**config.mk**
```make
export PLATFORM = sky130hd
export DESIGN_NAME = rpmd_ctrl
export DESIGN_NICKNAME = d
export VERILOG_FILES = /design/src/rtl/core/rpmd_pkg.sv /design/src/rtl/core/rpmd_ctrl.sv
export SDC_FILE = /design/constraint.sdc
export NUM_CORES = 1
export LEC_CHECK = 0
export CAP_MARGIN = 10
export CORE_UTILIZATION = 25
export CTS_BUF_LIST = sky130_fd_sc_hd__clkbuf_8
export DETAILED_ROUTE_END_ITERATION = 7
export DONT_BUFFER_PORTS = 1
export SLEW_MARGIN = 25
export SYNTH_ARGS = -nofsm -noshare
export SYNTH_HDL_FRONTEND = slang
export SYNTH_SLANG_ARGS = --single-unit
```
**constraint.sdc**
```tcl
create_clock -name clock -period 1.2 [get_ports clock]
set_clock_uncertainty 0.15 [all_clocks]
set_input_delay 0.06 -clock clock [delete_from_list [all_inputs] [get_ports clock]]
set_output_delay 0.06 -clock clock [all_outputs]
set_load 0.01 [all_outputs]
```
**src/rtl/core/rpmd_pkg.sv**
```systemverilog
package rpmd_pkg;

   // Frame store size in pixels
   localparam int MAX_WIDTH  = 256;
   localparam int MAX_HEIGHT = 256;

   typedef enum logic [1:0] {
      CMD_WRITE = 2'd0,
      CMD_RUN   = 2'd1,
      CMD_READ  = 2'd2,
      CMD_NONE  = 2'd3
   } cmd_type;

   localparam logic [1:0] CSR_SCALE  = 2'd0;
   localparam logic [1:0] CSR_WIDTH  = 2'd1;
   localparam logic [1:0] CSR_HEIGHT = 2'd2;

   typedef enum logic [3:0] {
      ST_IDLE,
      ST_LOAD,
      ST_LOAD_WAIT,
      ST_SCAN,
      ST_MULT,
      ST_GROW,
      ST_NEXT_LINE,
      ST_READ_WAIT,
      ST_RSP
   } state_type;

   // Controller to datapath
   typedef struct packed {
      logic mem_write;     // host pixel write
      logic mem_read;      // host pixel read
      logic start_run;     // latch sizes, zero line counters
      logic load_issue;    // read frame pixel at load index
      logic load_take;     // store registered pixel into line buffer
      logic scan_step;     // advance scan index
      logic run_close;     // run ended: latch end, compute product
      logic grow_setup;    // compute lo/hi from product
      logic grow_step;     // set frame pixel at grow index
      logic next_line;     // advance line / pass
      logic rsp_load;      // capture read data into output register
   } cmd_bus_type;

   // Datapath to controller
   typedef struct packed {
      logic run_empty;     // scale zero or empty area
      logic load_last;     // load index at line end
      logic scan_done;     // scan index past line end
      logic scan_set;      // pixel at scan index set
      logic run_open;      // inside a run
      logic grow_last;     // grow index at hi
      logic all_done;      // last line of column pass
   } sts_bus_type;

endpackage

```
**src/rtl/core/rpmd_ctrl.sv**
```systemverilog
module rpmd_ctrl (
   input  logic                 clock,
   input  logic                 reset,
   input  logic                 req_valid,
   output logic                 req_ready,
   input  logic [1:0]           req_cmd,
   input  logic                 rsp_ready,
   output logic                 rsp_valid,
   output rpmd_pkg::cmd_bus_type cmd_bus,
   input  rpmd_pkg::sts_bus_type sts_bus
);
   import rpmd_pkg::*;

   state_type state_ff, state_in;
   logic      rsp_valid_ff, rsp_valid_in;

   // Hold state and output valid
   always_ff @(posedge clock) begin
      if (reset) begin
         state_ff     <= ST_IDLE;
         rsp_valid_ff <= 1'b0;
      end else begin
         state_ff     <= state_in;
         rsp_valid_ff <= rsp_valid_in;
      end
   end

   assign rsp_valid = rsp_valid_ff;

   // Sequence host accesses and the two dilation passes
   always_comb begin
      state_in     = state_ff;
      rsp_valid_in = rsp_valid_ff;
      cmd_bus      = '0;
      req_ready    = 1'b0;
      if (rsp_valid_ff && rsp_ready) begin
         rsp_valid_in = 1'b0;
      end
      case (state_ff)
         ST_IDLE: begin
            req_ready = 1'b1;
            if (req_valid) begin
               case (req_cmd)
                  CMD_WRITE: cmd_bus.mem_write = 1'b1;
                  CMD_RUN: begin
                     cmd_bus.start_run = 1'b1;
                     state_in = ST_NEXT_LINE;
                  end
                  CMD_READ: begin
                     cmd_bus.mem_read = 1'b1;
                     state_in = ST_READ_WAIT;
                  end
                  default: ;
               endcase
            end
         end
         ST_READ_WAIT: begin
            // output register busy: wait until it frees up
            if (!rsp_valid_ff || rsp_ready) begin
               cmd_bus.rsp_load = 1'b1;
               rsp_valid_in = 1'b1;
               state_in = ST_IDLE;
            end
         end
         ST_NEXT_LINE: begin
            // entered after start and after each line scan: datapath decides empty, done or next line
            if (sts_bus.run_empty || sts_bus.all_done) begin
               state_in = ST_IDLE;
            end else begin
               state_in = ST_LOAD;
            end
            cmd_bus.next_line = 1'b1;
         end
         ST_LOAD: begin
            cmd_bus.load_issue = 1'b1;
            state_in = ST_LOAD_WAIT;
         end
         ST_LOAD_WAIT: begin
            cmd_bus.load_take = 1'b1;
            if (sts_bus.load_last) begin
               state_in = ST_SCAN;
            end else begin
               state_in = ST_LOAD;
            end
         end
         ST_SCAN: begin
            if (sts_bus.run_open && (sts_bus.scan_done || !sts_bus.scan_set)) begin
               cmd_bus.run_close = 1'b1;
               state_in = ST_MULT;
            end else if (sts_bus.scan_done) begin
               state_in = ST_NEXT_LINE;
            end else begin
               cmd_bus.scan_step = 1'b1;
            end
         end
         ST_MULT: begin
            cmd_bus.grow_setup = 1'b1;
            state_in = ST_GROW;
         end
         ST_GROW: begin
            cmd_bus.grow_step = 1'b1;
            if (sts_bus.grow_last) begin
               state_in = ST_SCAN;
            end
         end
         default: state_in = ST_IDLE;
      endcase
   end

endmodule

```
==> results_dict.tcl, run 1 <==
set metrics [dict create \
    grt_pass1_vias 465 \
    setup_viol 13 \
    nets 94 \
    drive_gt1_share_pct 69.6 \
    die_x_um 42.1 \
    cts-buffers-inserted 3 \
    reg2reg_to "state_ff[1]" \
    tns_ps -1860 \
    hold_path_depth 3 \
    avgViaCountPerCell 5.72 \
    groute.usage.overall_pct 15.5 \
    p_leak_nw 0.343 \
    period_needed_ps 1410 \
    status "finished, violations left" \
    crit_path_end_kind "primary output" \
    start_kind "flop" \
    yosysWarnings 0 \
    nFillCells 125 \
    cp_top_family "simple AND/OR/NAND/NOR gates" \
    ant_nets 0 \
    ctsHoldBuffers 3 \
    r2r_start "state_ff[1]" \
    gp_congestion 0.749 \
    crit_chain "nor3_4, buf_6, nand2_4, nor3b_4" \
    clk_pin_slew_ps 30 \
    tightest_slew_ps 451 \
    hold_viol 2 \
    slowest_delay_ps 360 \
    multi_input_area_um2 430 \
    grt_overflow 0 \
    die_h_um 42.1 \
    fin_ws_ps -215 \
    cts_sinks 4 \
    drc 0 \
    cp-startpoint "state_ff[0]" \
    yosysSeqAreaShare_pct 19.9 \
    r2r_setup_slack_ps -210 \
    synth-seq-cells 4 \
    dp.cells 81 \
    yosysTopAreaCellShare_pct 19.9 \
    cts_tree "yes" \
    insertion_delay_ps 210 \
    max_freq_mhz 707 \
    synthCells 54 \
    drv_slew 0 \
    grt_pass1_wl_um 2150 \
    yosysUniqueCellTypes 30 \
    pwr_density_cell_nw_per_um2 2550 \
    n_antenna_cell 0 \
    synth_nets 67 \
    layout.cells.non_filler 95 \
    max-slew-margin-rel_pct 69.9 \
    boundaryPins 26 \
    violations "negative hold slack, negative setup slack" \
    yosysTopAreaCell "dfxtp_1" \
    required_ps 990 \
    crit_arrival_ps 1200 \
    crit_type "reg -> out" \
    cts-root-buf "clkbuf_8" \
    layout_common_cells "buf_4, buf_6" \
    path_buf_inv 1 \
    drt-initial-drc-count 7 \
    critPathCapture "cmd_bus[8]" \
    dp_hpwl_um 884 \
    maxCapViolations 0 \
    port_buffers 0 \
    final_common_cell "buf_4" \
    hp-class "in -> reg" \
    path_max_fanout 6 \
    seqCellArea_um2 91.3 \
    area_growth_pct 109 \
    die-area_um2 1780 \
    power_mw 2.15 \
    routed_wl_um 1500 \
    drt-pass1-iter-count 4 \
    core_area_um2 1510 \
    htree_levels 1 \
    ys_top_cells_by_area "dfxtp_1, buf_6, nand2b_1, nor3_1, nor3_4" \
    grt_max_degree 9 \
    clk_path_buf_depth 2 \
    route.vias.total 543 \
    antenna_found_initial 0 \
    ir_drop_uv 1100 \
    crit_slowest_cell "dfxtp_4" \
    finalCritPeriodShare_pct 118 \
    whs_ps -91.8 \
    avgSynthCellArea_um2 7.46 \
    num_rows 14 \
    worstSetupPathDepth 4 \
    rsz0062_at_grt "true" \
    rr_worst_depth 5 \
    routedWlPerCell_um 15.8 \
    initial_utilization_pct 26.7 \
    syn_area_um2 403 \
]
## layer usage
layer  wire length, um  track usage [%]
met1               616             21.2
met2               760             25.0
met3                94             3.45
met4                29             3.75
met5                 0                0
## Yosys cell counts
library cell and instances:
a211o_1 1, a211oi_1 1, a21boi_1 1, a21oi_1 2
a221oi_1 1, a311oi_1 1, a31oi_1 1, and3_1 2
and4_1 1, buf_2 1, buf_6 3, dfxtp_1 4
inv_1 2, inv_4 1, nand2_1 4, nand2b_1 4
nand3_1 1, nor2_1 4, nor2b_1 2, nor3_1 5
nor3_2 1, nor3_4 1, nor3b_1 1, nor4_1 1
o21a_1 1, o21ai_0 3, o2bb2ai_1 1, o31ai_1 1
or3_1 1, xor2_1 1
## report_power, final
part | switching, mW | internal (mW) | total (mW)
Combinational | 0.684 | 0.820 | 1.50
Clock | 0.0667 | 0.214 | 0.280
Sequential | 0.153 | 0.214 | 0.367
Total | 0.904 | 1.25 | 2.15
## worst register-to-register path: stages, from the launching register on
cell and delay [ps]:
dfxtp_4 430, buf_6 140, nand2b_4 70, nor3_4 220
o31ai_4 110, a221oi_2 210
## metrics by stage
| step | hold slack [ps] | setup WS (ps) | area (um2) | util [%] |
|---|---|---|---|---|
| final | -91.8 | -215 | 843 | 56.0 |
| after global routing | -79.5 | -264 | 843 | 56.0 |
| after CTS | -109 | -222 | 729 | 48.4 |
| after detailed placement | -25.4 | -227 | 529 | 35.1 |
| after global placement | -24.1 | -163 | 529 | 35.1 |
| after floorplan | -28.0 | -62.5 | 435 | - |
## cell type report
cell class,count,share of cell area [%]
tap,16,2.37
inverter,3,1.93
multi-input combinational,43,51.0
sequential,4,10.8
clock buffer,3,4.90
timing repair buffer,26,28.9
## state kept, by name, indices dropped and copies added (netlist names)
| signal | count |
|---|---|
| rsp_valid | 1 |
| state_ff | 3 |
## what timing repair did
action	4_1_cts	5_1_grt
hold endpoints to repair	5	1
gates cloned	0	0
pin swaps	9	10
endpoints found under the setup margin	14	14
resized for setup	27	17
buffers inserted	3	5
## cell families (layout without fill, tap and decap cells)
group                  after synthesis  count (layout)  synth area share, %
AO/OA/AOI/OAI                       14              14                 23.9
XOR/XNOR                             1               1                 2.17
buffers and inverters                7              32                 13.0
flip-flops                           4               4                 19.9
AND/OR/NAND/NOR                     28              28                 41.0
## worst min path at each step
stage / from / to / slack, ps
after floorplan: reset / state_ff[2] / -30
after global placement: reset / state_ff[2] / -20
after detailed placement: reset / state_ff[2] / -30
after CTS: sts_bus[1] / state_ff[2] / -110
after global routing: sts_bus[1] / state_ff[2] / -80
final: sts_bus[1] / state_ff[2] / -90
Power figures use the tool's default switching activity.
==> run 2: changes to the inputs <==
- SKIP_CTS_REPAIR_TIMING: not set -> 1
==> run 2 against run 1 <==
The run ends with negative setup slack left. Wire length down 13%. Via count down 11%. Total power down 12%. Sequential cell count unchanged. Global-route usage down 2.5 points. Clock power about the same. Register-to-register slack worse by 20 ps. Sequential power down 4%. Hold slack better by 94 ps. Setup slack worse by 23 ps. Cell count down 4.2%. Critical path type is now reg -> reg. Highest routed layer is now met3.
==> results_dict.tcl, run 2 (synthesized netlist as in run 1, its figures left out) <==
set metrics [dict create \
    status "finished, violations left" \
    violations "negative setup slack" \
    cts_tree "yes" \
    grt_pass1_wl_um 1790 \
    die_x_um 42.1 \
    drv_slew 0 \
    area_growth_pct 88.5 \
    crit_type "reg -> reg" \
    port_buffers 0 \
    finalInstanceArea_um2 759 \
    cts-root-buf "clkbuf_8" \
    fin_ws_ps -238 \
    groute.usage.overall_pct 13.0 \
    die-area_um2 1780 \
    path_max_fanout 7 \
    whs_ps 2.51 \
    hold_viol 0 \
    max_freq_mhz 696 \
    antenna_found_initial 0 \
    route.vias.total 483 \
    nets 90 \
    period_needed_ps 1440 \
    ir_drop_uv 990 \
    fin_util_pct 50.4 \
    insertion_delay_ps 220 \
    gp_congestion 0.749 \
    dp_hpwl_um 884 \
    avgViaCountPerCell 5.31 \
    clk_path_buf_depth 2 \
    crit_arrival_ps 1400 \
    hp-class "in -> reg" \
    cts_sinks 4 \
    regMostFlops "state_ff" \
    required_ps 1160 \
    final_common_cell "buf_4" \
    boundaryPins 26 \
    grt_pass1_vias 402 \
    num_rows 14 \
    cts-buffers-inserted 3 \
    n_antenna_cell 0 \
    core_area_um2 1510 \
    pwr_density_cell_nw_per_um2 2500 \
    start_kind "flop" \
    p_leak_nw 0.296 \
    drt-pass1-iter-count 4 \
    setup_viol 13 \
    grt_max_degree 11 \
    die_h_um 42.1 \
    clk_pin_slew_ps 30 \
    wl_met1_um 603 \
    largest_reg_flops 3 \
    tightest_slew_ps 356 \
    rsz0062_at_grt "true" \
    finalCritPeriodShare_pct 120 \
    placed_area_um2 529 \
    detailroute.wirelength.met3_um 70 \
    initial_utilization_pct 26.7 \
    tns_ps -1930 \
    max-slew-margin-rel_pct 76.2 \
    routedWlPerCell_um 14.4 \
    top_layer "met3" \
    drc 0 \
    grt_overflow 0 \
    drt-initial-drc-count 13 \
    drive_gt1_share_pct 65.3 \
    wl_met2_um 634 \
    maxCapViolations 0 \
    routed_wl_um 1310 \
    crit_path_end_kind "flop" \
    ant_nets 0 \
    htree_levels 1 \
]
## run 2: worst paths after layout
path / endpoint / cells past startpoint / slack (ps) / from
worst max-delay path: state_ff[1] / 5 / -240 / state_ff[1]
worst min-delay path: rsp_valid / 2 / 3 / rsp_ready
worst max register to register: state_ff[1] / 5 / -240 / state_ff[1]
worst min register to register: rsp_valid / 2 / 440 / rsp_valid
## run 2: critical path, stage by stage, from the launching register on
cell      delay, ps
dfxtp_4         400
buf_4           160
nand2b_4         80
nor3_4          200
o31ai_4         100
a221oi_2        240
## run 2: per-layer routing
| metal | global-route usage [%] | up-vias |
|---|---|---|
| met1 | 17.7 | 225 |
| met2 | 20.3 | 15 |
| met3 | 3.45 | 0 |
| li1 | - | 243 |
| met5 | 0 | - |
| met4 | 3.75 | 0 |
## run 2: layout make-up
type	count	area, um2
Multi-Input combinational cell	43	407
Timing Repair Buffer	22	184
Sequential cell	4	91.3
Tap cell	16	20.0
Fill cell	142	747
Inverter	3	16.3
Clock buffer	3	41.3
## run 2: stage by stage
step | setup slack (ps) | cells | power, mW
finish | -238 | 91 | 1.90
global route | -282 | 91 | 2.02
CTS | -357 | 84 | 1.45
detailed placement | -227 | 81 | 1.17
global placement | -163 | 81 | 1.15
floorplan | -62.5 | 54 | 0.886
## run 2: report_power, final
part | switching [mW] | internal, mW | leakage [nW] | total [mW]
Combinational | 0.597 | 0.667 | 0.240 | 1.26
Clock | 0.0672 | 0.214 | 0.0216 | 0.281
Sequential | 0.137 | 0.214 | 0.0348 | 0.351
Total | 0.802 | 1.09 | 0.296 | 1.90
==> run 3: changes to the inputs <==
- clock period: 1.2 -> 1.6 ns (I/O delays scaled with it)
==> run 3 against run 2 <==
The run now ends clean. First-iteration DRC count is 7.7% lower. Sequential cell count stayed put. Register-to-register slack better by 470 ps. Sequential share of layout area up 4.6 points. Cell count fell by 15%. Clock power is 25% lower. Non-clock buffer count down 14. Core utilization shrank 17 points. Critical path depth is 2 lower. Combinational power down 60%. Via count shrank 12%. Clock-buffer cell count unchanged. Largest cell class unchanged. Largest power group unchanged.
==> results_dict.tcl, run 3 (synthesized netlist as in run 1, its figures left out) <==
set metrics [dict create \
    crit_slowest_cell "dfxtp_2" \
    avgViaCountPerCell 5.52 \
    final_common_cell "buf_4" \
    top_layer "met4" \
    finalCritPeriodShare_pct 91.3 \
    drive_gt1_share_pct 27.9 \
    grt_overflow 0 \
    cts_sinks 4 \
    min_from "req_valid" \
    crit_chain "nor3_2, nand2_1, nor3b_2" \
    routedWlPerCell_um 13.8 \
    wl_met1_um 507 \
    core_area_um2 1510 \
    crit_arrival_ps 1230 \
    clk_pin_slew_ps 30 \
    antenna_found_initial 0 \
    die_h_um 42.1 \
    drc 0 \
    gp_congestion 0.820 \
    hp-class "in -> reg" \
    detailroute.wirelength.met3_um 39 \
    start_kind "flop" \
    max-slew-margin-rel_pct 76.3 \
    rsz0062_at_grt "false" \
    drv_slew 0 \
    crit_path_end_kind "primary output" \
    max_freq_mhz 685 \
    p_leak_nw 0.192 \
    tns_ps 0 \
    cts-buffers-inserted 3 \
    die-area_um2 1780 \
    maxCapViolations 0 \
    regMostFlops "state_ff" \
    n_antenna_cell 0 \
    nets 76 \
    largest_reg_flops 3 \
    port_buffers 0 \
    tightest_slew_ps 353 \
    ir_drop_uv 688 \
    ant_nets 0 \
    crit_type "reg -> out" \
    initial_utilization_pct 26.7 \
    area_growth_pct 25.2 \
    groute.usage.overall_pct 12.9 \
    dp_slack_ps 133 \
    fin_ws_ps 139 \
    path_max_fanout 9 \
    routed_wl_um 1060 \
    drt-initial-drc-count 12 \
    pwr_density_cell_nw_per_um2 1880 \
    num_rows 14 \
    r2r_setup_slack_ps 230 \
    status "finished clean" \
    hold_viol 0 \
    cts_tree "yes" \
    dp_hpwl_um 814 \
    cts-root-buf "clkbuf_8" \
    grt_pass1_vias 405 \
    grt_pass1_wl_um 1700 \
    clk_path_buf_depth 2 \
    cp-startpoint "state_ff[1]" \
    required_ps 1370 \
    layout_common_cells "buf_4, nand2_1, nor2_1, nand2b_1, nor3_1" \
    htree_levels 1 \
    setup_viol 0 \
    r2r_start "state_ff[2]" \
    wl_met2_um 503 \
    route.vias.total 425 \
    slowest_delay_ps 360 \
    insertion_delay_ps 220 \
    period_needed_ps 1460 \
    grt_max_degree 10 \
    boundaryPins 26 \
    drt-pass1-iter-count 4 \
    die_x_um 42.1 \
]
## run 3: cell count changes in the layout (fill, tap and decap cells not counted), sizes merged
| cell | previous run | this run |
|---|---|---|
| buf | 19 | 6 |
| dlygate4sd3 | 3 | 2 |
## run 3: path summary, 6_finish.rpt
check                      to  cells after the start
hold / removal    state_ff[0]                      2
setup / recovery   cmd_bus[8]                      3
hold reg to reg     rsp_valid                      2
setup reg to reg  state_ff[2]                      4
## run 3: final cells by class
cell class	instances	area [um2]
clock buffer	3	41.3
fill	170	1000
multi-input combinational	43	280
sequential	4	83.8
timing repair buffer	8	65.1
tap	16	20.0
inverter	3	13.8
## run 3: metal layers
layer,vias to the layer above,GRT usage [%]
met1,200,15.3
met3,2,5.60
met5,-,0
met4,0,7.50
met2,11,19.4
li1,212,-
## run 3: critical path: cells and delay by family (launching register included)
family,cells,cell delay [ps]
AND/OR/NAND/NOR,3,660
flip-flops,1,360
## run 3: where the power goes
part           total [mW]  internal (mW)  switching [mW]
Clock               0.210          0.160          0.0496
Sequential          0.234          0.146          0.0884
Combinational       0.504          0.231           0.272
## run 3: through the flow
stage	util [%]	instances	power [mW]	instance area [um2]	hold slack [ps]
floorplan	-	54	0.618	403	-0.934
CTS	31.2	75	0.929	470	-228
global route	33.5	77	1.03	504	42.9
detailed placement	28.5	72	0.710	429	1.71
global placement	28.5	72	0.711	429	0.865
finish	33.5	77	0.948	504	4.83
